`src/hdl/scan_polar_to_cartesian_defines.svh`:
```
// ----------------------------------------------------------------------------
// scan_polar_to_cartesian assertion macros
// Shared property shorthands, clocked on clk and disabled while rst_n is low.
// ----------------------------------------------------------------------------
`ifndef SCAN_POLAR_TO_CARTESIAN_DEFINES_SVH
`define SCAN_POLAR_TO_CARTESIAN_DEFINES_SVH

// same-cycle implication
`define SPC_ASSERT_IMP(label, ante, cons, msg) \
  label: assert property (@(posedge clk) disable iff (!rst_n) (ante) |-> (cons)) \
    else $error(msg);

// next-cycle implication
`define SPC_ASSERT_NXT(label, ante, cons, msg) \
  label: assert property (@(posedge clk) disable iff (!rst_n) (ante) |=> (cons)) \
    else $error(msg);

`endif

```
`src/hdl/spc_pkg.sv`:
```
`timescale 1ns / 1ps
// ----------------------------------------------------------------------------
// spc_pkg
// Types, register indexes and constants of the polar to cartesian converter.
// ----------------------------------------------------------------------------
package spc_pkg;

  localparam int unsigned CFG_IDX_W  = 3;
  localparam int unsigned CFG_DATA_W = 16;
  localparam int unsigned XY_W       = 33;
  localparam int unsigned Z_W        = 32;
  localparam int unsigned PROD_W     = 50;
  localparam int unsigned SUM_W      = 66;
  localparam int unsigned PT_W       = 18;

  typedef enum logic [CFG_IDX_W-1:0] {
    REG_START_ANGLE = 3'd0,
    REG_ANGLE_STEP  = 3'd1,
    REG_OFFSET_X    = 3'd2,
    REG_OFFSET_Y    = 3'd3,
    REG_MIRROR      = 3'd4
  } cfg_reg_t;

  // rotator gain 2608131496 / 2^32, split in two 16-bit halves
  localparam logic [15:0] GAIN_HI = 16'h9B74;
  localparam logic [15:0] GAIN_LO = 16'hEDA8;

  typedef struct packed {
    logic signed [XY_W-1:0] x;
    logic signed [XY_W-1:0] y;
    logic signed [Z_W-1:0]  z;
    logic [1:0]             quad;
    logic [15:0]            intensity;
    logic                   last;
  } cordic_t;

  typedef struct packed {
    logic signed [PROD_W-1:0] px_hi;
    logic signed [PROD_W-1:0] px_lo;
    logic signed [PROD_W-1:0] py_hi;
    logic signed [PROD_W-1:0] py_lo;
    logic [15:0]              intensity;
    logic                     last;
  } mul_t;

  // arctangent of 2^-i in units of 2^-32 turn
  function automatic logic [31:0] atan_turn(input int unsigned idx);
    logic [31:0] v;
    case (idx)
      0:       v = 32'h20000000;
      1:       v = 32'h12E4051D;
      2:       v = 32'h09FB385B;
      3:       v = 32'h051111D4;
      4:       v = 32'h028B0D43;
      5:       v = 32'h0145D7E1;
      6:       v = 32'h00A2F61E;
      7:       v = 32'h00517C55;
      8:       v = 32'h0028BE53;
      9:       v = 32'h00145F2E;
      10:      v = 32'h000A2F98;
      11:      v = 32'h000517CC;
      12:      v = 32'h00028BE6;
      13:      v = 32'h000145F3;
      14:      v = 32'h0000A2F9;
      15:      v = 32'h0000517C;
      16:      v = 32'h000028BE;
      17:      v = 32'h0000145F;
      18:      v = 32'h00000A2F;
      19:      v = 32'h00000517;
      20:      v = 32'h0000028B;
      21:      v = 32'h00000145;
      22:      v = 32'h000000A2;
      23:      v = 32'h00000051;
      default: v = 32'h00000000;
    endcase
    return v;
  endfunction

endpackage

```
`src/hdl/spc_cordic_stage.sv`:
```
`timescale 1ns / 1ps
// ----------------------------------------------------------------------------
// spc_cordic_stage
// One rotation-mode CORDIC iteration with a fixed shift and arctangent.
// ----------------------------------------------------------------------------
module spc_cordic_stage #(
  parameter int unsigned STAGE = 0
) (
  input  spc_pkg::cordic_t d_in,
  output spc_pkg::cordic_t d_out
);
  import spc_pkg::*;

  localparam logic signed [Z_W-1:0] ATAN = signed'(atan_turn(STAGE));

  logic signed [XY_W-1:0] dx;
  logic signed [XY_W-1:0] dy;

  assign dx = d_in.y >>> STAGE;
  assign dy = d_in.x >>> STAGE;

  always_comb begin
    d_out = d_in;
    if (!d_in.z[Z_W-1]) begin
      d_out.x = d_in.x - dx;
      d_out.y = d_in.y + dy;
      d_out.z = d_in.z - ATAN;
    end else begin
      d_out.x = d_in.x + dx;
      d_out.y = d_in.y - dy;
      d_out.z = d_in.z + ATAN;
    end
  end

endmodule

```
`config.mk`:
```
export PLATFORM = sky130hd
export DESIGN_NAME = spc_cordic_stage
export DESIGN_NICKNAME = d
export VERILOG_FILES = /design/src/hdl/scan_polar_to_cartesian_defines.svh /design/src/hdl/spc_pkg.sv /design/src/hdl/spc_cordic_stage.sv
export SDC_FILE = /design/constraint.sdc
export NUM_CORES = 1
export LEC_CHECK = 0
export CAP_MARGIN = 15
export CORE_MARGIN = 2
export CORE_UTILIZATION = 69
export DETAILED_ROUTE_END_ITERATION = 16
export DONT_BUFFER_PORTS = 1
export GPL_ROUTABILITY_DRIVEN = 1
export PLACE_DENSITY_LB_ADDON = 0.15
export SLEW_MARGIN = 20
export SYNTH_ARGS = -nofsm -noshare
export SYNTH_HDL_FRONTEND = slang
export SYNTH_SLANG_ARGS = --single-unit
```
`constraint.sdc`:
```
create_clock -name vclk -period 2.65
set_input_delay 0.1325 -clock vclk [all_inputs]
set_output_delay 0.1325 -clock vclk [all_outputs]
set_load 0.01 [all_outputs]
```
---- Word-level counts from Yosys, hierarchy flattened ----
Cells that the tools add are included.
storage, ports and cells
  memories ................................ 0
  input bits .............................. 117
  output and inout port bits .............. 117
  latch bits .............................. 0
  memory bits (writable) .................. 0
  flip-flop bits (word level) ............. 0
  memory bits (read-only) ................. 0
operators by class
  magnitude comparators ................... 0
  div/mod/pow operators ................... 0
  reductions and logical operators ........ 0
  multiplexer cells ....................... 1
  $mul .................................... 0
  eq/ne operators ......................... 0
  bitwise gates (word level) .............. 0
  shift-type cells ........................ 0
  $add $sub $neg .......................... 5
operators by type and width
  operator                                                                count
  98-bit 2-to-1 mux                                                       1
  33-bit subtractor                                                       2
  33-bit adder                                                            1
  32-bit by 31-bit adder with 32-bit output (second input constant)       1
  32-bit by 31-bit subtractor with 32-bit output (second input constant)  1

---- Longest topological paths before layout ----
  word-level depth ........................ 2
  depth in mapped cells ................... 12
  depth with buffers taken out ............ 12

---- Least setup slack after synthesis ----
OpenSTA, ideal clock, no wires.
  path type ............................... input-to-output
  start point ............................. in d_in[68] (netlist bit)
  end point ............................... out d_out[115] (netlist bit)
  data arrival time ....................... 2.312 ns
  slack ................................... 0.206 ns
  stages .................................. 12
  path through ............................ inv_1 -> ha_1 -> buf_2 -> or2_1 -> or3_1 -> nor4b_1 -> o21ai_1 -> nand3_2 -> a21boi_2 -> o41ai_4 -> a221oi_2 -> xor2_1
RTL lines
  item             RTL line                RTL
  start, declared  spc_cordic_stage.sv:9   input spc_pkg::cordic_t d_in,
  end, declared    spc_cordic_stage.sv:10  output spc_pkg::cordic_t d_out

==> qor.txt <==
sequential cell area - 0 sq um
Core Area - 8299 sq um
failing checks - negative setup slack
LEAKAGE - 3.211 nW
status - finished, violations left
Post-Syn Area per Cell - 6.583 sq um
Max Cap Viol - 0
hold path cells - 0
fin nets - 1158
grt total ovfl - 0
Final Critical Period - 2.913 ns
Post-Syn Instances - 910
num sequential - 0
worst rel slew slack - 47.13%
Antenna Cells - 0
WL/cell - 23.86 um
Most common cell on crit path - o21ai_0
Worst Path Buf+Inv - 1
GRT Total Usage - 43.15%
crit share post-route - 109.9%
slowest cell on the critical path - ha_1
Crit path depth - 11
Die Ht - 97.18 um
Hold Crit Endpoint - d_out[47]
cell row count - 33
worst-path fanout max - 8
clkbuf count - 0
global-route wire length before repair - 34570 um
number of I/O pins - 234
Startpoint Class - input pin
worst setup margin - -0.2629 ns
endpoint class of the critical path - output pin
port bufs - 0
vias per cell - 7.472
TritonRoute pass-1 iters - 9
sequential cell area fraction in the yosys report - 0%
top cells by area, synth - ha_1 (20%), a21oi_1 (10%), xnor2_1 (8.0%)
crit path kind - in2out
crit-path max cell delay - 0.45 ns
final hold slack - 0.2650 ns
hold crit path type - in2out
setup violators final - 17
RSZ-0062 raised after global routing - yes
Setup WS pre-CTS - -0.1867 ns
synthesized area - 5991 sq um
number of slew-limit violations in the final report - 0
Yosys top cell area share - 20.05%
number of instances in the placed design - 1036
Layout Utilization - 84.82%
setup TNS - -1.357 ns
dominant cell type by area after synthesis - ha_1
Detailed Route WL - 24910 um
Hold Crit Start - d_in[47]
crit path cell chain - inv_1 -> ha_1 -> and4_1 -> o21ai_0 -> a31oi_2 -> o21ai_0 -> o21ai_0 -> and2_1 -> o21ai_0 -> a22oi_1 -> xnor2_1
Unique masters post-synth - 74
worst slew pin tran - 0.7921 ns
final cell count without fillers - 1044
FMAX - 343.3 MHz
pwr dens - 302.8 nW/um^2
Die X - 97.18 um
DR vias - 7801
Post-DP HPWL - 17360 um
drt drc - 0
Detailed Route Iter0 Violations - 1332
initial antenna violation count - 0
CP required - 2.52 ns
Mapped Nets - 1127
Hold Fails Final Rpt - 0
GP Congestion - 1.034
DRT antenna net count - 0
synth warn - 0
peak supply drop - 221.6 uV
CTS hold repair buffers - 0
cell family with most CP delay - compound AO/OA/AOI/OAI gates
area of the die - 9444 sq um
share of layout cells above drive strength 1 - 23.96%
largest net degree at the start of global routing - 84
Layout area overhead - 17.50%
Initial Utilization - 72.18%
vias in the first global route - 6867
worst path arrival time - 2.78 ns
## through the flow
step | total power [mW] | area [sq um]
after detailed placement | 1.815 | 6420
after global placement | 1.784 | 6420
after global routing | 2.223 | 7039
after floorplan | 1.298 | 5991
after CTS | 1.881 | 6641
final | 2.132 | 7039
## synthesized netlist by cell type (8+ instances only)
cell type,count
o21ai_0,54
xnor2_1,55
ha_1,96
a21o_1,13
or3_1,9
nor3_1,16
o211ai_1,10
a21oi_1,123
nor2_1,83
nand4_1,9
o31ai_1,12
clkbuf_1,22
nor2b_1,8
nand3_1,17
xor2_1,8
inv_1,98
a31oi_1,10
a211oi_1,9
nand2_1,49
o21bai_1,20
mux2i_1,10
buf_4,51
buf_2,11
buf_1,8
## cell families (layout without fill, tap and decap cells)
family / Yosys count / count (layout) / share of synthesized area, %
AO/OA/AOI/OAI: 314 / 314 / 33.94
AND/OR/NAND/NOR: 228 / 228 / 18.15
buffers and inverters: 195 / 224 / 15.64
adder cells (fa/ha/maj): 100 / 100 / 21.39
XOR/XNOR: 63 / 63 / 9.211
multiplexers: 10 / 10 / 1.671
## cells in the final DEF (no fill, tap or decap), types with 5 or more instances in the layout
cell type    n
inv_1       93
o31ai_1      9
ha_4        12
nor2_1      79
ha_2         7
buf_4      118
inv_2        8
a211oi_1     7
o211ai_1    10
xnor2_1     54
xor2_1       8
nand3_1     16
or3_1        8
nand4_1      9
mux2i_1      8
o21a_1       5
ha_1        77
a21oi_1    117
o21bai_1    18
nor3_1      15
a21oi_2      6
nand2_1     49
a21o_1      13
o21ai_1     12
o21ai_0     47
## worst max-delay path by stage
stage          startpoint         end
3_5_place_dp     d_in[53]  d_out[115]
3_3_place_gp     d_in[52]  d_out[115]
6_report         d_in[57]  d_out[114]
2_1_floorplan    d_in[68]  d_out[115]
4_1_cts          d_in[53]   d_out[80]
5_1_grt          d_in[60]  d_out[112]
## power breakdown
group	total (mW)	switching [mW]	internal, mW	leakage [nW]
clock	0	0	0	0
sequential	0	0	0	0
combinational	2.13	1.26	0.871	3.21
## timing repair
action / in CTS / in global routing
gates resized for setup: 34 / 77
endpoints found under the setup margin: 24 / 31
buffers inserted: 1 / 7
hold endpoints to repair: 0 / 0
pin swaps: 18 / 45
## routing by layer
layer | track usage (%) | vias to the layer above | wire [um]
met3 | 8.561 | 263 | 3559
met2 | 71.69 | 873 | 10770
met4 | 17.01 | 0 | 1998
met5 | 0 | - | 0
met1 | 54.68 | 3471 | 8574
li1 | - | 3194 | -
## final cells by class
class              count  area, sq um
well taps            105        131.4
fillers              521         1260
inverters            103        386.6
repair buffers       121        919.6
multi-input cells    715         5602
Power figures use the tool's default switching activity.
