$ cat src/hdl/scan_polar_to_cartesian_defines.svh
// ----------------------------------------------------------------------------
// scan_polar_to_cartesian assertion macros
// Shared property shorthands, clocked on clk and disabled while rst_n is low.
// ----------------------------------------------------------------------------
`ifndef SCAN_POLAR_TO_CARTESIAN_DEFINES_SVH
`define SCAN_POLAR_TO_CARTESIAN_DEFINES_SVH

// same-cycle implication
`define SPC_ASSERT_IMP(label, ante, cons, msg) \
  label: assert property (@(posedge clk) disable iff (!rst_n) (ante) |-> (cons)) \
    else $error(msg);

// next-cycle implication
`define SPC_ASSERT_NXT(label, ante, cons, msg) \
  label: assert property (@(posedge clk) disable iff (!rst_n) (ante) |=> (cons)) \
    else $error(msg);

`endif

$ cat src/hdl/spc_pkg.sv
`timescale 1ns / 1ps
// ----------------------------------------------------------------------------
// spc_pkg
// Types, register indexes and constants of the polar to cartesian converter.
// ----------------------------------------------------------------------------
package spc_pkg;

  localparam int unsigned CFG_IDX_W  = 3;
  localparam int unsigned CFG_DATA_W = 16;
  localparam int unsigned XY_W       = 33;
  localparam int unsigned Z_W        = 32;
  localparam int unsigned PROD_W     = 50;
  localparam int unsigned SUM_W      = 66;
  localparam int unsigned PT_W       = 18;

  typedef enum logic [CFG_IDX_W-1:0] {
    REG_START_ANGLE = 3'd0,
    REG_ANGLE_STEP  = 3'd1,
    REG_OFFSET_X    = 3'd2,
    REG_OFFSET_Y    = 3'd3,
    REG_MIRROR      = 3'd4
  } cfg_reg_t;

  // rotator gain 2608131496 / 2^32, split in two 16-bit halves
  localparam logic [15:0] GAIN_HI = 16'h9B74;
  localparam logic [15:0] GAIN_LO = 16'hEDA8;

  typedef struct packed {
    logic signed [XY_W-1:0] x;
    logic signed [XY_W-1:0] y;
    logic signed [Z_W-1:0]  z;
    logic [1:0]             quad;
    logic [15:0]            intensity;
    logic                   last;
  } cordic_t;

  typedef struct packed {
    logic signed [PROD_W-1:0] px_hi;
    logic signed [PROD_W-1:0] px_lo;
    logic signed [PROD_W-1:0] py_hi;
    logic signed [PROD_W-1:0] py_lo;
    logic [15:0]              intensity;
    logic                     last;
  } mul_t;

  // arctangent of 2^-i in units of 2^-32 turn
  function automatic logic [31:0] atan_turn(input int unsigned idx);
    logic [31:0] v;
    case (idx)
      0:       v = 32'h20000000;
      1:       v = 32'h12E4051D;
      2:       v = 32'h09FB385B;
      3:       v = 32'h051111D4;
      4:       v = 32'h028B0D43;
      5:       v = 32'h0145D7E1;
      6:       v = 32'h00A2F61E;
      7:       v = 32'h00517C55;
      8:       v = 32'h0028BE53;
      9:       v = 32'h00145F2E;
      10:      v = 32'h000A2F98;
      11:      v = 32'h000517CC;
      12:      v = 32'h00028BE6;
      13:      v = 32'h000145F3;
      14:      v = 32'h0000A2F9;
      15:      v = 32'h0000517C;
      16:      v = 32'h000028BE;
      17:      v = 32'h0000145F;
      18:      v = 32'h00000A2F;
      19:      v = 32'h00000517;
      20:      v = 32'h0000028B;
      21:      v = 32'h00000145;
      22:      v = 32'h000000A2;
      23:      v = 32'h00000051;
      default: v = 32'h00000000;
    endcase
    return v;
  endfunction

endpackage

$ cat src/hdl/spc_mul.sv
`timescale 1ns / 1ps
// ----------------------------------------------------------------------------
// spc_mul
// Quadrant turn of the rotated vector and partial products of the gain.
// ----------------------------------------------------------------------------
module spc_mul (
  input  spc_pkg::cordic_t d_in,
  output spc_pkg::mul_t    d_out
);
  import spc_pkg::*;

  logic signed [XY_W-1:0] fx;
  logic signed [XY_W-1:0] fy;
  logic signed [16:0]     k_hi;
  logic signed [16:0]     k_lo;

  assign k_hi = signed'({1'b0, GAIN_HI});
  assign k_lo = signed'({1'b0, GAIN_LO});

  always_comb begin
    case (d_in.quad)
      2'd1: begin
        fx = -d_in.y;
        fy = d_in.x;
      end
      2'd2: begin
        fx = -d_in.x;
        fy = -d_in.y;
      end
      2'd3: begin
        fx = d_in.y;
        fy = -d_in.x;
      end
      default: begin
        fx = d_in.x;
        fy = d_in.y;
      end
    endcase
  end

  always_comb begin
    d_out.px_hi     = fx * k_hi;
    d_out.px_lo     = fx * k_lo;
    d_out.py_hi     = fy * k_hi;
    d_out.py_lo     = fy * k_lo;
    d_out.intensity = d_in.intensity;
    d_out.last      = d_in.last;
  end

endmodule

$ cat config.mk
export PLATFORM = sky130hd
export DESIGN_NAME = spc_mul
export DESIGN_NICKNAME = d
export VERILOG_FILES = /design/src/hdl/scan_polar_to_cartesian_defines.svh /design/src/hdl/spc_pkg.sv /design/src/hdl/spc_mul.sv
export SDC_FILE = /design/constraint.sdc
export NUM_CORES = 2
export LEC_CHECK = 0
export BUFFER_PORTS_ARGS = -buffer_cell sky130_fd_sc_hd__buf_2
export CELL_PAD_IN_SITES_DETAIL_PLACEMENT = 2
export CELL_PAD_IN_SITES_GLOBAL_PLACEMENT = 2
export CORE_UTILIZATION = 40
export DETAILED_ROUTE_END_ITERATION = 16
export GPL_ROUTABILITY_DRIVEN = 0
export PLACE_DENSITY = 0.81
export REMOVE_ABC_BUFFERS = 1
export SYNTH_ARGS = -nofsm -noshare
export SYNTH_HDL_FRONTEND = slang
export SYNTH_SLANG_ARGS = --single-unit
$ cat constraint.sdc
create_clock -name vclk -period 16.55
set_input_delay 2.4825 -clock vclk [all_inputs]
set_output_delay 2.4825 -clock vclk [all_outputs]
set_load 0.01 [all_outputs]
# Word level (Yosys, flattened, before mapping)
# Cells that the tools add are included.
# word_totals
wordCells	11
reg_bits	0
out_inout_bits	217
in_bits	117
# op_classes
mul	4
n_addsub	2
n_mux	2
n_eq_ne	3
# ops
op	count
case mux 33 bit (3 select lines)	2
multiplier 33 x 15 -> 48 bit (second input constant)	2
multiplier 33 x 14 -> 47 bit (second input constant)	2
negator 33 bit	2
== test 2 bit (second input constant)	2
== test 2 x 1 -> 1 bit (second input constant)	1

# Logic depth before layout (Yosys ltp)
# depth
depth_word	3
mapped_depth	34
mapped_depth_nobuf	34

# Worst setup path before layout
# Ideal clock, no wire load.
# synth_timing
path_type	input port to output port
start	in d_in[51] (netlist name)
end	out d_out[112] (netlist name)
stages	28
slack_ns	3.162
t_required_ns	14.067
arrival_ns	10.905
path_buffers	0
path_cell_list	inv_1 > ha_1 > or3b_2 > nor4_2 > nand3_2 > or3_4 > o21ai_1 > xor2_1 > nor2_1 > a21oi_2 > inv_1 > ha_1 > fa_1 > fa_1 > fa_1 > fa_1 > inv_1 > fa_1 > inv_1 > ha_1 > a21o_1 > a21o_1 > a21oi_1 > nand3b_1 > o21ai_0 > o31ai_1 > a221oi_1 > xnor2_1
# synth_rtl
item	line	source
start: declaration	spc_mul.sv:7	input spc_pkg::cordic_t d_in,
end: declaration	spc_mul.sv:8	output spc_pkg::mul_t d_out

==> impl_metrics.env <==
export IMPL_drv_slew=0
export IMPL_synth_cells=4342
export IMPL_timing_final_crit_share_pct=89.5
export IMPL_drt_pass1_iterations=5
export IMPL_wire_per_inst_um=24.5
export IMPL_design_core_area_um2=95600
export IMPL_netlist_area_um2=38800
export IMPL_grt_pass1_wl_um=219000
export IMPL_max_freq_mhz=67.5
export IMPL_regArea_um2=0
export IMPL_post_cts_resized=0
export IMPL_synth_area_leaders="fa_1 39%, ha_1 20%, inv_1 11%"
export IMPL_overflow=0
export IMPL_crit_arrival_ns=12.33
export IMPL_syn_to_final_growth_pct=7.23
export IMPL_die_w_um=314
export IMPL_cts_setup_buffers=0
export IMPL_hold_viol_final=0
export IMPL_maxSlewHeadroom_pct=11.9
export IMPL_slowest_stage="o31ai_1"
export IMPL_die_area_um2=98300
export IMPL_cp_data_required_time_ns=14.07
export IMPL_grt_pass1_vias=37500
export IMPL_port_buffers=258
export IMPL_holdBufCountCts=0
export IMPL_ys_seq_area_share_pct=0
export IMPL_cp_start_kind="input pin"
export IMPL_synth_compound_area_share_pct=12.6
export IMPL_drive_gt1_share_pct=7.48
export IMPL_hold_path_class="in -> out"
export IMPL_hold_path_cell_count=0
export IMPL_crit_fanout=6
export IMPL_routed_wl_um=143000
export IMPL_synth_warnings=0
export IMPL_rsz0062_at_grt="false"
export IMPL_crit_family="adder cells"
export IMPL_drc=0
export IMPL_io_pins=334
export IMPL_final_antenna_net_count=0
export IMPL_synth_top_family_by_area="adder cells"
export IMPL_finalSetupViolations=0
export IMPL_final_nets=6065
export IMPL_avgSynthCellArea_um2=8.94
export IMPL_track_usage_pct=29.1
export IMPL_crit_path_max_incr_delay_ns=0.90
export IMPL_antenna_found_initial=21
export IMPL_path_class="in -> out"
export IMPL_muxShareOfSynthArea_pct=0.329
export IMPL_start_util_pct=40.6
export IMPL_synth_xor_area_share_pct=8.23
export IMPL_synth_top_area_cell="fa_1"
export IMPL_first_iter_violations=1346
export IMPL_seq_cell_count=0
export IMPL_vias=31600
export IMPL_path_buf_inv=7
export IMPL_synthTopCellsByCount="1187 x inv_1, 762 x fa_1, 627 x ha_1"
export IMPL_die_h_um=314
export IMPL_path_depth=30
export IMPL_min_period_ns=14.81
export IMPL_worstSetupEndpointType="output port"
export IMPL_grt_max_degree=92
export IMPL_nClkBuffers=0
export IMPL_yosys_area_share_adder_pct=59.5
export IMPL_yosysMostFrequentCell="inv_1"
export IMPL_ys_types=81
export IMPL_worst_slew_pin_slew_ns=1.32
export IMPL_synth_top_area_share_pct=39.3
export IMPL_tns_ns=0
export IMPL_dpl_hpwl_um=131000
export IMPL_synthSimpleGateAreaFrac_pct=6.51
export IMPL_via_per_inst=5.42
export IMPL_fp_row_count=113
export IMPL_status="finished, final reports clean"
export IMPL_crit_path_frequent_cell="inv_1"
export IMPL_max_cap_viol_count=0
[routing by layer]
| layer | routed length (um) | GRT usage (%) |
|---|---|---|
| met5 | 179 | 0.290 |
| met4 | 5660 | 10.0 |
| met3 | 5280 | 3.00 |
| met2 | 74100 | 53.6 |
| met1 | 57500 | 35.0 |
[worst paths after layout]
| kind | from | end | slack [ns] |
|---|---|---|---|
| worst max-delay path | d_in[51] | d_out[165] | 1.74 |
| worst min-delay path | d_in[4] | d_out[4] | 4.97 |
[cells by family (layout without fill, tap and decap cells)]
group | after synthesis | after routing
fa+ha+maj | 1389 | 1389
other cells | 1 | 16
compound gates | 772 | 772
xor+xnor | 364 | 364
mux | 10 | 10
simple gates | 514 | 514
buf+inv | 1292 | 1498
[area by class of cell]
cell class	instances	area [um^2]
repair buffers	311	1690
diodes	6	15.0
fillers	10700	53900
multi-input cells	3059	33900
well taps	1265	1580
inverters	1187	4460
[cell usage in the layout (no fill, tap or decap), types with 10 or more instances in the layout]
| master | Yosys | layout |
|---|---|---|
| buf_4 | 33 | 55 |
| xnor2_1 | 227 | 227 |
| nand2_1 | 169 | 169 |
| o21a_1 | 35 | 35 |
| nand3_1 | 46 | 46 |
| conb_1 | 1 | 10 |
| xor2_1 | 136 | 136 |
| ha_1 | 627 | 627 |
| nand2b_1 | 34 | 34 |
| or3_1 | 14 | 14 |
| nor3_1 | 13 | 13 |
| a31oi_1 | 29 | 29 |
| o21bai_1 | 29 | 29 |
| inv_1 | 1187 | 1187 |
| buf_2 | 1 | 256 |
| a21o_1 | 154 | 154 |
| and3_1 | 28 | 28 |
| o21ai_0 | 163 | 156 |
| fa_1 | 762 | 762 |
| o31ai_1 | 15 | 15 |
| nor2b_1 | 24 | 24 |
| a21oi_1 | 230 | 230 |
| nor2_1 | 113 | 113 |
| nand4_1 | 22 | 22 |
| a211oi_1 | 15 | 15 |
[per-stage QoR]
step / setup WS [ns] / cells / hold WS (ns) / instance area (um^2) / utilization [%]
after detailed placement: 1.87 / 5822 / 4.97 / 41600 / 43.5
after CTS: 1.82 / 5822 / 4.97 / 41600 / 43.5
final: 1.74 / 5828 / 4.97 / 41600 / 43.6
after floorplan: 3.17 / 4246 / 4.97 / 38300 / -
after global placement: 2.25 / 5822 / 4.97 / 41600 / 43.5
after global routing: 1.40 / 5824 / 4.97 / 41600 / 43.6
Power is not shown: default switching activity piles up to over one toggle a cycle in this logic, so the estimate is an artifact.
