$ cat src/hdl/scan_polar_to_cartesian_defines.svh
// ----------------------------------------------------------------------------
// scan_polar_to_cartesian assertion macros
// Shared property shorthands, clocked on clk and disabled while rst_n is low.
// ----------------------------------------------------------------------------
`ifndef SCAN_POLAR_TO_CARTESIAN_DEFINES_SVH
`define SCAN_POLAR_TO_CARTESIAN_DEFINES_SVH

// same-cycle implication
`define SPC_ASSERT_IMP(label, ante, cons, msg) \
  label: assert property (@(posedge clk) disable iff (!rst_n) (ante) |-> (cons)) \
    else $error(msg);

// next-cycle implication
`define SPC_ASSERT_NXT(label, ante, cons, msg) \
  label: assert property (@(posedge clk) disable iff (!rst_n) (ante) |=> (cons)) \
    else $error(msg);

`endif

$ cat src/hdl/spc_pkg.sv
`timescale 1ns / 1ps
// ----------------------------------------------------------------------------
// spc_pkg
// Types, register indexes and constants of the polar to cartesian converter.
// ----------------------------------------------------------------------------
package spc_pkg;

  localparam int unsigned CFG_IDX_W  = 3;
  localparam int unsigned CFG_DATA_W = 16;
  localparam int unsigned XY_W       = 33;
  localparam int unsigned Z_W        = 32;
  localparam int unsigned PROD_W     = 50;
  localparam int unsigned SUM_W      = 66;
  localparam int unsigned PT_W       = 18;

  typedef enum logic [CFG_IDX_W-1:0] {
    REG_START_ANGLE = 3'd0,
    REG_ANGLE_STEP  = 3'd1,
    REG_OFFSET_X    = 3'd2,
    REG_OFFSET_Y    = 3'd3,
    REG_MIRROR      = 3'd4
  } cfg_reg_t;

  // rotator gain 2608131496 / 2^32, split in two 16-bit halves
  localparam logic [15:0] GAIN_HI = 16'h9B74;
  localparam logic [15:0] GAIN_LO = 16'hEDA8;

  typedef struct packed {
    logic signed [XY_W-1:0] x;
    logic signed [XY_W-1:0] y;
    logic signed [Z_W-1:0]  z;
    logic [1:0]             quad;
    logic [15:0]            intensity;
    logic                   last;
  } cordic_t;

  typedef struct packed {
    logic signed [PROD_W-1:0] px_hi;
    logic signed [PROD_W-1:0] px_lo;
    logic signed [PROD_W-1:0] py_hi;
    logic signed [PROD_W-1:0] py_lo;
    logic [15:0]              intensity;
    logic                     last;
  } mul_t;

  // arctangent of 2^-i in units of 2^-32 turn
  function automatic logic [31:0] atan_turn(input int unsigned idx);
    logic [31:0] v;
    case (idx)
      0:       v = 32'h20000000;
      1:       v = 32'h12E4051D;
      2:       v = 32'h09FB385B;
      3:       v = 32'h051111D4;
      4:       v = 32'h028B0D43;
      5:       v = 32'h0145D7E1;
      6:       v = 32'h00A2F61E;
      7:       v = 32'h00517C55;
      8:       v = 32'h0028BE53;
      9:       v = 32'h00145F2E;
      10:      v = 32'h000A2F98;
      11:      v = 32'h000517CC;
      12:      v = 32'h00028BE6;
      13:      v = 32'h000145F3;
      14:      v = 32'h0000A2F9;
      15:      v = 32'h0000517C;
      16:      v = 32'h000028BE;
      17:      v = 32'h0000145F;
      18:      v = 32'h00000A2F;
      19:      v = 32'h00000517;
      20:      v = 32'h0000028B;
      21:      v = 32'h00000145;
      22:      v = 32'h000000A2;
      23:      v = 32'h00000051;
      default: v = 32'h00000000;
    endcase
    return v;
  endfunction

endpackage

$ cat src/hdl/spc_round.sv
`timescale 1ns / 1ps
// ----------------------------------------------------------------------------
// spc_round
// Gain sum, rounding to millimetres, mounting offset and 18-bit saturation.
// ----------------------------------------------------------------------------
module spc_round (
  input  spc_pkg::mul_t                       d_in,
  input  logic signed [15:0]                  offset_x,
  input  logic signed [15:0]                  offset_y,
  output logic signed [spc_pkg::PT_W-1:0]     point_x,
  output logic signed [spc_pkg::PT_W-1:0]     point_y
);
  import spc_pkg::*;

  localparam logic signed [SUM_W-1:0] RND    = 66'sh200000000000;
  localparam logic signed [20:0]      SAT_HI = 21'sd131071;
  localparam logic signed [20:0]      SAT_LO = -21'sd131072;

  function automatic logic signed [PT_W-1:0] finish(
    input logic signed [PROD_W-1:0] p_hi,
    input logic signed [PROD_W-1:0] p_lo,
    input logic signed [15:0]       off
  );
    logic signed [SUM_W-1:0] sum;
    logic signed [19:0]      mm;
    logic signed [20:0]      s;
    logic signed [PT_W-1:0]  r;
    sum = signed'({p_hi, 16'b0}) + signed'({{16{p_lo[PROD_W-1]}}, p_lo}) + RND;
    mm  = sum[SUM_W-1:46];
    s   = signed'({mm[19], mm}) + signed'({{5{off[15]}}, off});
    if (s > SAT_HI) begin
      r = SAT_HI[PT_W-1:0];
    end else if (s < SAT_LO) begin
      r = SAT_LO[PT_W-1:0];
    end else begin
      r = s[PT_W-1:0];
    end
    return r;
  endfunction

  assign point_x = finish(d_in.px_hi, d_in.px_lo, offset_x);
  assign point_y = finish(d_in.py_hi, d_in.py_lo, offset_y);

endmodule

$ cat config.mk
export PLATFORM = sky130hd
export DESIGN_NAME = spc_round
export DESIGN_NICKNAME = d
export VERILOG_FILES = /design/src/hdl/scan_polar_to_cartesian_defines.svh /design/src/hdl/spc_pkg.sv /design/src/hdl/spc_round.sv
export SDC_FILE = /design/constraint.sdc
export NUM_CORES = 1
export LEC_CHECK = 0
export ABC_AREA = 1
export ABC_CLOCK_PERIOD_IN_PS = 5100
export BUFFER_PORTS_ARGS = -buffer_cell sky130_fd_sc_hd__clkbuf_2
export CORE_ASPECT_RATIO = 1.2
export CORE_UTILIZATION = 56
export DETAILED_ROUTE_END_ITERATION = 16
export MAX_ROUTING_LAYER = met4
export PLACE_DENSITY = 0.91
export SETUP_SLACK_MARGIN = 0.05
export SLEW_MARGIN = 25
export SYNTH_ARGS = -nofsm -noshare
export SYNTH_HDL_FRONTEND = slang
export SYNTH_SLANG_ARGS = --single-unit
$ cat constraint.sdc
create_clock -name vclk -period 5.1
set_clock_uncertainty 0.05 [all_clocks]
set_input_delay 0.765 -clock vclk [all_inputs]
set_output_delay 0.765 -clock vclk [all_outputs]
set_load 0.01 [all_outputs]
==> flow_results.org, run 1 <==
** Outcome
- The run stopped with a tool error.
- Stage where the flow stopped :: 5_1_grt
- First error line in the log :: [ERROR DPL-0038] Utilization greater than 100%, impossible to legalize

** Yosys
- Post-Syn Area :: 10200 um2
- Synthesis produced a netlist whose cell count is 1861.
- The number of nets in the synthesized netlist is 2346.
- Summed over its instances, the top area cell type makes up around 29% of the synthesized netlist area.
- Netlist cell types :: 36
- Summed over all instances, the cell type with the most area after synthesis is sky130_fd_sc_hd__ha_1.
- Each instance of the synthesized netlist takes up on average roughly 5.5 um2.
- For this run, the number of Yosys warnings is 0.
- By area the synthesized netlist is led by sky130_fd_sc_hd__ha_1 (29%), sky130_fd_sc_hd__nand2_1 (22%), sky130_fd_sc_hd__inv_1 (9.9%).
- Sequential cells were found to cover 0% of the synthesized design area.

** Global route
- Entering global routing, the biggest net connects 14 pins.

** Floorplanning
- Die X :: 125 um
- The floorplan has 53 rows.
- During I/O placement, the number of pins put on the boundary was 285.
- Effective utilization at floorplan :: 57.9%
- Die boundary height :: about 150 um

** Place
- Final estimated routing congestion in global placement :: 1.01
- Input and output buffers added on the ports amount to roughly 240.
- In this run, placement finished with an instance count of 2527.
- Once detailed placement completed, the half-perimeter wirelength came to 32.2 mm.

** STA
- After the last repair the worst path ends at a primary output.
- Grt repair worst endpoint :: point_x[13]
==> cells by family after synthesis <==
group / Yosys count / synth area share (%)
and+or+nand+nor: 986 / 39.8
AOI/OAI and AO/OA: 317 / 16.9
buffers and inverters: 276 / 10.4
adders and majority gates: 236 / 29.0
xor gates and xnor gates: 46 / 3.93
==> what timing repair did <==
action                     4_1_cts
cloned                           7
hold buffers                     0
buffers inserted                20
hold endpoints to repair         0
gates resized for setup        434
setup endpoints to repair       36
pin swaps                      107
==> per-stage QoR <==
stage	hold slack [ns]	cell area, um2	worst slack [ns]
CTS	1.91	15900	0.0502
global placement	1.88	13300	-0.224
floorplan	1.72	10200	0.410
detailed placement	1.89	13300	-0.337
==> synth_stat cells <==
cell type	count
sky130_fd_sc_hd__nand2_2	6
sky130_fd_sc_hd__buf_8	1
sky130_fd_sc_hd__nand2_1	602
sky130_fd_sc_hd__a211oi_1	1
sky130_fd_sc_hd__o21bai_1	28
sky130_fd_sc_hd__a21boi_0	6
sky130_fd_sc_hd__o21a_1	7
sky130_fd_sc_hd__or2_2	2
sky130_fd_sc_hd__a21o_1	9
sky130_fd_sc_hd__nand4_1	30
sky130_fd_sc_hd__and3_1	3
sky130_fd_sc_hd__nand3_2	4
sky130_fd_sc_hd__nor2_2	8
sky130_fd_sc_hd__nand2_4	5
sky130_fd_sc_hd__a31oi_1	6
sky130_fd_sc_hd__o31ai_1	1
sky130_fd_sc_hd__xnor2_1	11
sky130_fd_sc_hd__nor3b_1	1
sky130_fd_sc_hd__inv_1	269
sky130_fd_sc_hd__o21ai_0	94
sky130_fd_sc_hd__nor4_1	5
sky130_fd_sc_hd__xor2_1	35
sky130_fd_sc_hd__buf_6	3
sky130_fd_sc_hd__nand3_1	88
sky130_fd_sc_hd__a21oi_1	162
sky130_fd_sc_hd__or3_1	1
sky130_fd_sc_hd__nor2_1	195
sky130_fd_sc_hd__o22ai_1	1
sky130_fd_sc_hd__and2_1	1
sky130_fd_sc_hd__ha_1	234
sky130_fd_sc_hd__o211ai_1	2
sky130_fd_sc_hd__nor3_1	30
sky130_fd_sc_hd__nand3b_1	4
sky130_fd_sc_hd__fa_1	2
sky130_fd_sc_hd__inv_2	3
sky130_fd_sc_hd__nor3_2	1
==> run 2: changes to the inputs <==
- CORE_ASPECT_RATIO: 1.2 -> not set
- CORE_UTILIZATION: 56 -> 40
- MAX_ROUTING_LAYER: met4 -> not set
- PLACE_DENSITY: 0.91 -> not set
- PLACE_DENSITY_LB_ADDON: not set -> 0.15
- SETUP_SLACK_MARGIN: 0.05 -> not set
==> run 2 against run 1 <==
Against the previous run:
- the flow now finishes, with violations (negative setup slack)
- synthesized area unchanged
- synthesized cell count unchanged
==> flow_results.org, run 2 <==
** Cells and area
- In the layout the commonest cells are sky130_fd_sc_hd__nand2_1 (372), sky130_fd_sc_hd__buf_4 (311), sky130_fd_sc_hd__ha_4 (209), sky130_fd_sc_hd__inv_1 (205), sky130_fd_sc_hd__clkbuf_2 (199).
- The repair_antennas step left the layout with diodes totalling 0.
- In the finished design the tool counted flip-flops and latches totalling 0.
- In the final layout, flip-flops and latches occupy 0 um2.
- Clock buffer count :: 0
- Fill count :: 1658
- Final Instance Area :: around 20000 um2
- Number of nets in the layout :: 2911
- Leaving out fill and tap cells, the most frequent cell in the layout is sky130_fd_sc_hd__nand2_1.
- Area added between synthesis and finish :: 97.1%
- Share of post-route cells with drive strength above 1 :: 59.9%

** Drt
- For this run, design rule violations remaining after detail routing come to 0.
- TritonRoute pass-1 iters :: 5
- Total routed wirelength :: roughly 47 mm
- Across all layers, the routed design uses ~15000 vias.
- Dividing the detail-routed via count by the number of cells gives roughly 5.4.
- Number of nets with antenna violations after detailed routing :: 0
- Per-cell routed wire length :: 17.2 um
- In this run, the number of DRC markers left after iteration 0 of detailed routing was 1072.

** Global route
- After global routing the overflow that remains totals 0.
- Entering global routing, the biggest net connects 15 pins.
- Initial antenna violation count :: 0
- Overall fraction of global-route tracks in use :: 28.0%
- Vias in the first global route :: 12800
- The first global-routing pass estimated 60.4 mm of wire.

** STA
- In this run the tightest slew margin relative to its limit is 72.5%.
- Fin. Hold Viols :: 0
- Total of endpoints with negative setup slack in the final report :: 34
- Worst setup slack after layout :: -0.117 ns
- The routed design could run at a clock period as short as 5.22 ns.
- The count of final max-slew check failures was 0.
- Slew of the pin with the lowest slew margin :: 0.409 ns
- Setup repair after global routing could not meet its margin everywhere.
- Of the available clock period, the critical path in the final layout requires 102%.
- Maximum clock frequency :: 192 MHz

** Yosys
- The commonest cells after synthesis are sky130_fd_sc_hd__nand2_1 (602), sky130_fd_sc_hd__inv_1 (269), sky130_fd_sc_hd__ha_1 (234), sky130_fd_sc_hd__nor2_1 (195), sky130_fd_sc_hd__a21oi_1 (162).
- Largest area contributor in the synthesized netlist :: sky130_fd_sc_hd__ha_1
- Per-instance average area after synthesis :: ~5.5 um2
- Post-Syn Area :: 10200 um2
- In this run, distinct cell masters in the synthesized netlist total 36.
- Among all cell types in the netlist, the one instantiated most often is sky130_fd_sc_hd__nand2_1.
- After synthesis, flip-flops and latches occupy 0% of the total area.
- Leading post-synthesis cells by cell area :: sky130_fd_sc_hd__ha_1 (29%), sky130_fd_sc_hd__nand2_1 (22%), sky130_fd_sc_hd__inv_1 (9.9%)
- Synthesized net count :: 2346
- Count of mapped cells out of synthesis :: approximately 1900
- The synthesized design devotes to its leading area cell type 28.6% of total area.
- The Yosys step of the flow raised 0 warnings.

** Pwr
- Power after layout :: 5.19 mW
- Register share of total power :: 0%
- Combinational logic is responsible for 100.0% of the overall power.
- Switching Fraction :: 54.5%
- Of the total power, the clock network draws 0%.
- Static Leak :: 9.26 nW
- For this design the ratio of total power to cell area is 257 nW/um2.
- Cell internal power was estimated by the tool at 2.36 mW.
- Summed over all nets, the switching power comes to 2.83 mW.
- IR analysis of the VDD net gives a maximum drop of roughly 0.32 mV.

** Outcome
- Failing checks :: negative setup slack
- Run status :: finished, violations left

** Place
- Final estimated routing congestion in global placement :: between 0.9 and 1
- Detailed placement ended at an HPWL of 32.2 mm.
- The placed instances occupy a cell area of 13800 um2.
- During placement, the flow inserted port buffers numbering 236.

** Setup path
- Critical path required time :: 4.28 ns
- The worst setup path is of the in -> out kind.
- Element type at the critical path start :: primary input
- For the worst setup path, the data arrival time is 4.40 ns.
- STA classifies the critical path endpoint as a primary output.
- Of all nets on the critical path, the largest fanout is 8.

** Floorplanning
- The initial utilization of the core area, before any placement, comes to 40.7%.
- The die is 162 um tall.
- Floorplan row count :: 58
- Number of top-level design ports :: 285
- Die X :: roughly 160 um
- Total Die Area :: 26300 um2
- In this run the standard cell core region covers 25200 um2.

** Worst hold path
- Launch instance of the worst min-delay path :: offset_y[0]
- WHS Path Cells :: 5
- Path category of the worst min-delay check :: in -> out
- For hold timing, the worst endpoint is point_y[0].

** CTS
- Hold Buf Count CTS :: 0

** Flow run
- Max-capacitance violation count :: 0
## run 2: cell counts after synthesis
No cell type changed its count.
## run 2: kinds of logic after synthesis
group           synth area share, %
buf+inv                        10.4
compound gates                 16.9
simple gates                   39.8
xor+xnor                       3.93
fa+ha+maj                      29.0
## run 2: how the worst max path moves through the flow
stage	startpoint	to	slack (ns)	cells after the start
2_1_floorplan	d_in[136]	point_x[10]	0.41	24
3_3_place_gp	d_in[166]	point_x[15]	-0.35	23
3_5_place_dp	d_in[166]	point_x[10]	-0.38	23
4_1_cts	d_in[53]	point_y[13]	0.003	26
5_1_grt	d_in[140]	point_x[15]	-0.24	26
6_report	d_in[40]	point_y[11]	-0.12	26
## run 2: final cells by class
cell class                      instances  area [um2]  area share [%]
Multi-Input combinational cell       1593       14900            73.8
Timing Repair Buffer                  559        3820            18.9
Inverter                              272        1060            5.25
Tap cell                              330         413            2.04
## run 2: power by group through the flow
| stage | logic, mW | clock network, mW | registers, mW |
|---|---|---|---|
| 6_report | 5.19 | 0 | 0 |
| 4_1_cts | 3.62 | 0 | 0 |
| 3_3_place_gp | 3.13 | 0 | 0 |
| 3_5_place_dp | 3.16 | 0 | 0 |
| 5_1_grt | 5.55 | 0 | 0 |
| 2_1_floorplan | 1.89 | 0 | 0 |
## run 2: timing repair
action	CTS	global route
buffers inserted	11	44
endpoints found under the hold margin	0	0
resized for setup	259	958
pin swaps	64	298
cloned	8	2
endpoints found under the setup margin	36	36
## run 2: through the flow
step                hold slack [ns]  std cells  utilization (%)  TNS, ns  setup slack, ns
finish                         1.89       2754             80.2    -2.39           -0.117
CTS                            1.89       2708             61.0        0          0.00257
global route                   1.92       2754             80.2    -6.05           -0.238
floorplan                      1.72       1861                -        0            0.410
global placement               1.89       2689             54.8   -10.01           -0.346
detailed placement             1.89       2689             54.8   -12.10           -0.381
## run 2: worst max-delay path: stages
cell and delay (ns):
sky130_fd_sc_hd__clkbuf_2 0.11, sky130_fd_sc_hd__ha_4 0.24, sky130_fd_sc_hd__ha_4 0.30, sky130_fd_sc_hd__nand2_1 0.12, sky130_fd_sc_hd__o21ai_0 0.33, sky130_fd_sc_hd__a21oi_1 0.09, sky130_fd_sc_hd__o21ai_1 0.24, sky130_fd_sc_hd__nand2_2 0.10
sky130_fd_sc_hd__nand2_4 0.13, sky130_fd_sc_hd__nand2_2 0.08, sky130_fd_sc_hd__nand2_1 0.07, sky130_fd_sc_hd__nand2_1 0.08, sky130_fd_sc_hd__nand2_2 0.11, sky130_fd_sc_hd__ha_4 0.23, sky130_fd_sc_hd__nand2_1 0.06, sky130_fd_sc_hd__nand2_1 0.12
sky130_fd_sc_hd__nand2_1 0.09, sky130_fd_sc_hd__nand2_1 0.07, sky130_fd_sc_hd__a21oi_2 0.17, sky130_fd_sc_hd__nand4_1 0.17, sky130_fd_sc_hd__nand2_4 0.13, sky130_fd_sc_hd__nand3_4 0.18, sky130_fd_sc_hd__nand2_8 0.16, sky130_fd_sc_hd__nand2_1 0.07
sky130_fd_sc_hd__nand2_1 0.05, sky130_fd_sc_hd__buf_2 0.13
## run 2: routing by layer
metal / global-route usage, % / vias up / wire length, um
met5: 0 / - / 0
met4: 4.37 / 0 / 1590
met3: 1.12 / 136 / 2130
met2: 48.4 / 571 / 23400
met1: 39.0 / 6914 / 20400
li1: - / 7266 / -
(Power assumes the default switching activity.)
==> run 3: changes to the inputs <==
- ABC_AREA: 1 -> not set
- ABC_CLOCK_PERIOD_IN_PS: 5100 -> 5700
- clock period: 5.1 -> 5.7 ns (I/O delays scaled with it)
==> run 3 against run 2 <==
Against the previous run:
- the flow still finishes with violations (negative setup slack)
- synthesized cell count fell by 54%
- power fell by 37%
- global-route usage down 4.6 points
- worst hold slack gained 0.19 ns
- sequential share of layout area unchanged
- final cell count is 42% lower
- first-iteration DRC count is 81% lower
- largest cell class unchanged
- highest routed layer unchanged
==> flow_results.org, run 3 <==
** Outcome
- Run status :: finished, violations left
- The checks that failed: negative setup slack.

** Floorplanning
- Once the floorplan was initialized, standard cells occupied 41.4% of the core.
- Measured along the y axis, the die boundary spans 134 um.
- Floorplan core area :: approximately 17000 um2
- Total Die Area :: 17900 um2
- Die X :: about 130 um
- 285 I/O pins were placed.
- The initialized floorplan defines 47 standard-cell rows.

** Drt
- Number of nets with antenna violations after detailed routing :: 0
- After detailed routing, the number of remaining DRC violations is 0.
- Per-cell routed wire length :: 14.0 um
- Drt initial violations :: 206
- The first detailed-routing pass took 4 iterations.
- Via-per-instance ratio :: 5.28
- The detailed router placed 8399 vias in this run.
- For this block, the routed nets add up to 22.3 mm of wire.

** STA
- The worst path uses 119% of the clock period.
- Maximum clock frequency :: 148 MHz
- Fin. Hold Viols :: 0
- Setup repair after global routing could not meet its margin everywhere.
- Total of endpoints with negative setup slack in the final report :: 36
- Worst setup slack after layout :: -1.07 ns
- Final hold analysis gives a worst-case slack of 2.09 ns.
- Shortest period the worst path allows :: 6.77 ns
- Slew of the pin with the lowest slew margin :: 0.554 ns
- Max-slew violations :: 0
- Headroom to the max-slew limit :: 62.7%

** Flow run
- Max-capacitance violation count :: 0

** Yosys
- The synthesized design devotes to its leading area cell type 42.2% of total area.
- Most common cell in the netlist :: sky130_fd_sc_hd__ha_1
- Netlist cell types :: 72
- In this run the mean area of a mapped cell was 8.12 um2.
- Sequential-to-total area share from yosys stat :: 0%
- The number of nets in the synthesized netlist is approximately 1300.
- Leading post-synthesis cells by cell area :: sky130_fd_sc_hd__ha_1 (42%), sky130_fd_sc_hd__a21o_1 (6.8%), sky130_fd_sc_hd__a21oi_1 (5.8%)
- The cell count after synthesis came out at 855.
- For this run, the number of Yosys warnings is 0.
- Post-Syn Area :: 6940 um2
- Largest area contributor in the synthesized netlist :: sky130_fd_sc_hd__ha_1
- The commonest cells after synthesis are sky130_fd_sc_hd__ha_1 (234), sky130_fd_sc_hd__a21oi_1 (80), sky130_fd_sc_hd__a21o_1 (63), sky130_fd_sc_hd__o21ai_0 (57), sky130_fd_sc_hd__nand2_1 (42).

** Setup path
- Along the worst path, the maximum fanout reaches 6.
- For the worst setup path, the data required time is 4.80 ns.
- For the worst setup path, the data arrival time is 5.86 ns.
- The slowest stage of the critical path is the sky130_fd_sc_hd__or3b_4 cell.
- The number of buffers and inverters on the critical path is 5.
- The worst setup path is launched from a primary input.
- The worst setup path is captured at a primary output.
- The critical path goes through buf_8 > ha_4 > ha_4 > a21o_1 > o21bai_1 > a221o_1 > a221o_1 > or3b_4 > a21oi_4 > buf_4 > buf_4 > xnor2_1 > ha_1 > nand3_1 > o21bai_1 > nor4_2 > o31ai_2 > a311oi_2 > or2_1 > o311a_4 > o31ai_4 > buf_6 > o21ai_4 > buf_6.
- On the worst path, the slowest cell contributes a delay of 0.40 ns.
- Category of the most critical setup path :: in -> out
- CP top delay family :: compound AO/OA/AOI/OAI gates

** Cells and area
- The sequential cells in the finished layout cover a total of 0 um2.
- The layout has 0 clock buffers.
- Count of sequential standard cells :: 0
- Area added between synthesis and finish :: 72.6%
- After the last flow step, the layout net total stands at 1857.
- In the layout the commonest cells are sky130_fd_sc_hd__buf_4 (272), sky130_fd_sc_hd__clkbuf_2 (198), sky130_fd_sc_hd__ha_1 (186), sky130_fd_sc_hd__a21oi_1 (63), sky130_fd_sc_hd__a21o_1 (63).
- The number of antenna diodes in the final layout is 0.
- Leading cell type in the layout, fill and taps excluded :: sky130_fd_sc_hd__buf_4
- Final core utilization :: 71.5%
- In the final layout, the share of cells above drive strength 1 is 51.0%.

** CTS
- Hold Buf Count CTS :: 0

** Global route
- The via count of the first global-routing pass came to 8285.
- Overall fraction of global-route tracks in use :: 23.5%
- Maximum number of pins on one net before global-route repair :: 18
- The first global-routing pass estimated 35.7 mm of wire.
- Final global-route overflow total :: 0
- Initial antenna violation count :: 0

** Pwr
- Reported net switching power :: 1.52 mW
- In this run, the combinational gates consume 100.0% of the power.
- Internal :: 1.75 mW
- Of the total power, the clock network draws 0%.
- Power after layout :: 3.27 mW
- Register share of total power :: 0%
- Net switching is 46.4% of the power.
- Worst VDD drop :: 0.316 mV
- For this design the ratio of total power to cell area is 273 nW/um2.
- For this design the static power due to leakage is 6.20 nW.

** Place
- Final estimated routing congestion in global placement :: between 0.9 and 1
- Detailed Place HPWL :: 18.6 mm
- Port Buf Inserts :: roughly 240

** Worst hold path
- Path category of the worst min-delay check :: in -> out
==> run 3: cell count changes after synthesis, sizes merged, moves of 65 or more <==
| cell | delta |
|---|---|
| nand2 | -571 |
| inv | -248 |
| nor2 | -163 |
| a21oi | -80 |
| nand3 | -70 |
| a21o | +65 |
==> run 3: power by group through the flow <==
stage	Clock (mW)	Combinational [mW]	Sequential (mW)
after floorplan	0	1.63	0
after global placement	0	2.67	0
after detailed placement	0	2.70	0
after CTS	0	2.98	0
after global routing	0	3.55	0
final	0	3.27	0
==> run 3: worst min-delay path, delay by kind of cell <==
kind | cells | cell delay (ns)
fa+ha+maj | 1 | 0.14
buf+inv | 2 | 0.17
compound gates | 1 | 0.12
==> run 3: metrics by stage <==
step | cell area, um2 | setup slack [ns] | std cells | TNS (ns)
3_3_place_gp | 10800 | -1.28 | 1554 | -33.02
3_5_place_dp | 10800 | -1.36 | 1554 | -38.20
4_1_cts | 11300 | -0.994 | 1587 | -30.81
6_report | 12000 | -1.07 | 1590 | -29.43
2_1_floorplan | 7490 | -0.731 | 855 | -17.18
5_1_grt | 12000 | -1.37 | 1590 | -39.03
==> run 3: routing by layer <==
| layer | wire length [um] | up-vias | GRT usage, % |
|---|---|---|---|
| met5 | 0 | - | 0 |
| met4 | 511 | 0 | 4.29 |
| met3 | 599 | 30 | 1.10 |
| met2 | 11500 | 174 | 45.3 |
| met1 | 9680 | 3823 | 28.4 |
| li1 | - | 4372 | - |
==> run 3: repair_timing <==
item	CTS	global route
buffers inserted	32	9
resized for setup	49	149
pin swaps	39	33
endpoints found under the setup margin	36	36
gates cloned	3	0
==> run 3: final cells by class <==
cell class / count / area [um2]
Tap cell: 220 / 275
Fill cell: 1326 / 4780
Multi-Input combinational cell: 822 / 8030
Inverter: 24 / 95.1
Timing Repair Buffer: 524 / 3580
==> run 3: final timing paths <==
check	start	endpoint	slack [ns]	depth (start not counted)
worst min-delay path	offset_y[0]	point_y[0]	2.09	4
worst max-delay path	d_in[182]	point_x[5]	-1.07	24
==> run 3: cells by family after synthesis <==
| group | synth area share, % |
|---|---|
| AND/OR/NAND/NOR | 15.0 |
| adder cells (fa/ha/maj) | 42.8 |
| multiplexers | 0.613 |
| AO/OA/AOI/OAI | 31.3 |
| buffers and inverters | 1.98 |
| XOR/XNOR | 8.33 |
==> run 4: changes to the inputs <==
- PLACE_DENSITY_LB_ADDON: 0.15 -> 0.12
==> run 4 against run 3 <==
Against the previous run:
- the run still ends with negative setup slack left
- worst hold slack better by 0.055 ns
- design area is 0.52% lower
- first-iteration DRC count up 0.49%
- non-clock buffer count is 3 higher
- combinational power hardly changed
- power rose by 0.73%
- routed wire length decreased by 1.3%
- sequential share of layout area unchanged
- global-route usage shrank 0.68 points
- die area did not move
- utilization shrank 0.37 points
==> flow_results.org, run 4 (synthesis gave the netlist of run 3 again) <==
** Outcome
- The run finished, with violations left.
- Failing checks :: negative setup slack

** Place
- Detailed Place HPWL :: 18.3 mm
- Area post-placement :: between 10000 and 15000 um2
- Final estimated routing congestion in global placement :: 0.842
- # placed instances :: 1565
- Port Buf Inserts :: around 240
- Timing analysis after detailed placement gives a worst setup slack of -1.22 ns.

** Cells and area
- In the layout the commonest cells are sky130_fd_sc_hd__buf_4 (273), sky130_fd_sc_hd__clkbuf_2 (205), sky130_fd_sc_hd__ha_1 (191), sky130_fd_sc_hd__a21oi_1 (66), sky130_fd_sc_hd__a21o_1 (63).
- Leading cell type in the layout, fill and taps excluded :: sky130_fd_sc_hd__buf_4
- Registers take 0 um2.
- Fill count :: 1319
- Final Instance Area :: 11900 um2
- The design has 0 sequential cells.
- Fin cells :: about 1600
- The number of antenna diodes in the final layout is 0.
- Number of nets in the layout :: about 1900
- Compared with the post-synthesis result, the final layout area differs by 71.7%.
- Area of the multi-input gates :: 7900 um2
- In the final layout, the share of cells above drive strength 1 is 50.3%.
- Clock buffers in the final layout number 0.

** Pwr
- Across the VDD grid, the largest voltage drop is around 0.33 mV.
- Internal :: between 1.5 and 2 mW
- Static Leak :: between 6 and 7 nW
- In this run, the clock network consumes 0% of the power.
- Power after layout :: 3.30 mW
- Dividing total power by cell area gives a power density of around 280 nW/um2.
- Sequential cells burn 0% of the power.
- Switching Fraction :: 45.7%
- Combinational logic is responsible for 100.0% of the overall power.
- The analysis attributes to net switching a power of 1.51 mW.

** Global route
- Summed over all layers, the global routing overflow is 0.
- For met1 alone, demand over resource in global routing was roughly 27%.
- Maximum number of pins on one net before global-route repair :: 18
- For met2 alone, demand over resource in global routing was 45.1%.
- Peak-usage layer in the global routing report :: met2
- Global routing used 22.8% of the available tracks.
- The initial antenna violation count came to 0.
- For this run, global-route usage on met3 was measured as 1.03%.
- The first global-routing pass estimated 34.7 mm of wire.
- Vias in the first global route :: a little over 8000

** STA
- Fin. Hold Viols :: 0
- Setup repair after global routing could not meet its margin everywhere.
- Headroom to the max-slew limit :: 67.1%
- In the finished design, the share of the clock period the worst path needs comes to 119%.
- Setup violations remaining at the end of the flow were counted as 36.
- The count of final max-slew check failures is 0.
- Counting I/O delays and the setup requirement, the final critical path takes around 6.8 ns.
- Slew of the pin with the lowest slew margin :: 0.489 ns
- Worst setup slack after layout :: -1.08 ns
- Static timing analysis puts the maximum clock frequency at 147 MHz.

** Setup path
- Longest individual stage delay on the worst path :: 0.40 ns
- At the worst endpoint, the required time is 4.80 ns.
- CP top delay family :: compound AO/OA/AOI/OAI gates
- The number of buffers and inverters on the critical path is 5.
- Category of the most critical setup path :: in -> out
- Worst Path Max Fanout :: 5
- Element type at the critical path start :: primary input
- Data on the critical path arrives at its endpoint at 5.88 ns.
- Among all stages on the critical path, the largest delay is contributed by sky130_fd_sc_hd__or3b_4.
- Kind of end point of the critical path :: primary output
- Cell mode on critical path :: sky130_fd_sc_hd__a21oi_4

** Floorplanning
- Die X :: 134 um
- In this run the core area contains 47 standard-cell rows.
- For this design the top-level I/O count stands at 285.
- Total Die Area :: 17900 um2
- Effective utilization at floorplan :: 41.4%
- The core region is approximately 17000 um2.
- In this run the vertical extent of the chip is roughly 130 um.

** Worst hold path
- The min-delay analysis places its worst path in the category in -> out.
- Launch instance of the worst min-delay path :: offset_y[0]
- The worst hold path terminates at point_y[0].
- The worst hold path was traced through 4 stages.

** Drt
- Using the TritonRoute via totals, the vias-per-cell ratio works out to 5.25.
- For this run, design rule violations remaining after detail routing come to 0.
- For this block, the routed nets add up to between 20 and 25 mm of wire.
- For this run, the detailed router's first-pass iteration total came to 4.
- For this block, the initial DRC count from the detailed router was 207.
- Number of nets with antenna violations after detailed routing :: 0
- Per-cell routed wire length :: 13.8 um
- Via count :: 8356

** Flow run
- Max-capacitance violation count :: 0
run 4: changes by cell type in the layout (fill, tap and decap cells not counted), moves of 4 or more:
| cell | change |
|---|---|
| sky130_fd_sc_hd__ha_4 | -4 |
| sky130_fd_sc_hd__clkbuf_2 | +7 |
| sky130_fd_sc_hd__buf_2 | -6 |
| sky130_fd_sc_hd__o21ai_0 | +6 |
| sky130_fd_sc_hd__ha_1 | +5 |
| sky130_fd_sc_hd__o21ai_1 | -7 |
run 4: what timing repair did:
action,CTS,global route
resized for setup,53,112
hold buffers,0,0
cloned,3,0
setup endpoints to repair,36,36
buffers inserted,18,11
pin swaps,45,39
run 4: worst max path at each step:
stage               slack [ns]          end  depth (start not counted)      start
floorplan                -0.73  point_x[10]                         22  d_in[182]
global placement         -1.08   point_x[9]                         23  d_in[149]
detailed placement       -1.22   point_x[7]                         24  d_in[182]
CTS                      -1.05  point_x[12]                         25  d_in[182]
global route             -1.25  point_x[15]                         25  d_in[182]
finish                   -1.08  point_x[15]                         25  d_in[182]
run 4: power groups by stage:
| stage | logic [mW] | clock network [mW] | registers [mW] |
|---|---|---|---|
| 5_1_grt | 3.56 | 0 | 0 |
| 3_3_place_gp | 2.72 | 0 | 0 |
| 6_report | 3.30 | 0 | 0 |
| 3_5_place_dp | 2.75 | 0 | 0 |
| 4_1_cts | 3.04 | 0 | 0 |
| 2_1_floorplan | 1.63 | 0 | 0 |
run 4: through the flow:
stage	utilization [%]	hold WS, ns	setup TNS (ns)
2_1_floorplan	-	1.90	-17.18
3_3_place_gp	65.1	2.08	-35.96
3_5_place_dp	65.1	2.09	-38.71
4_1_cts	68.1	2.10	-34.41
5_1_grt	71.1	2.15	-40.44
6_report	71.1	2.14	-33.08
run 4: tightest hold or removal path, stage by stage:
cell and delay (ns):
sky130_fd_sc_hd__clkbuf_2 0.10, sky130_fd_sc_hd__ha_1 0.17, sky130_fd_sc_hd__a21o_4 0.13, sky130_fd_sc_hd__buf_6 0.09
run 4: per-layer routing:
| layer | vias up | wire length [um] |
|---|---|---|
| li1 | 4375 | - |
| met1 | 3774 | 9470 |
| met2 | 173 | 11500 |
| met3 | 34 | 572 |
| met4 | 0 | 471 |
| met5 | - | 0 |
run 4: cell type report:
type / count / area share, %
repair buffers: 527 / 30.6
well taps: 220 / 2.31
multi-input cells: 822 / 66.3
inverters: 24 / 0.777
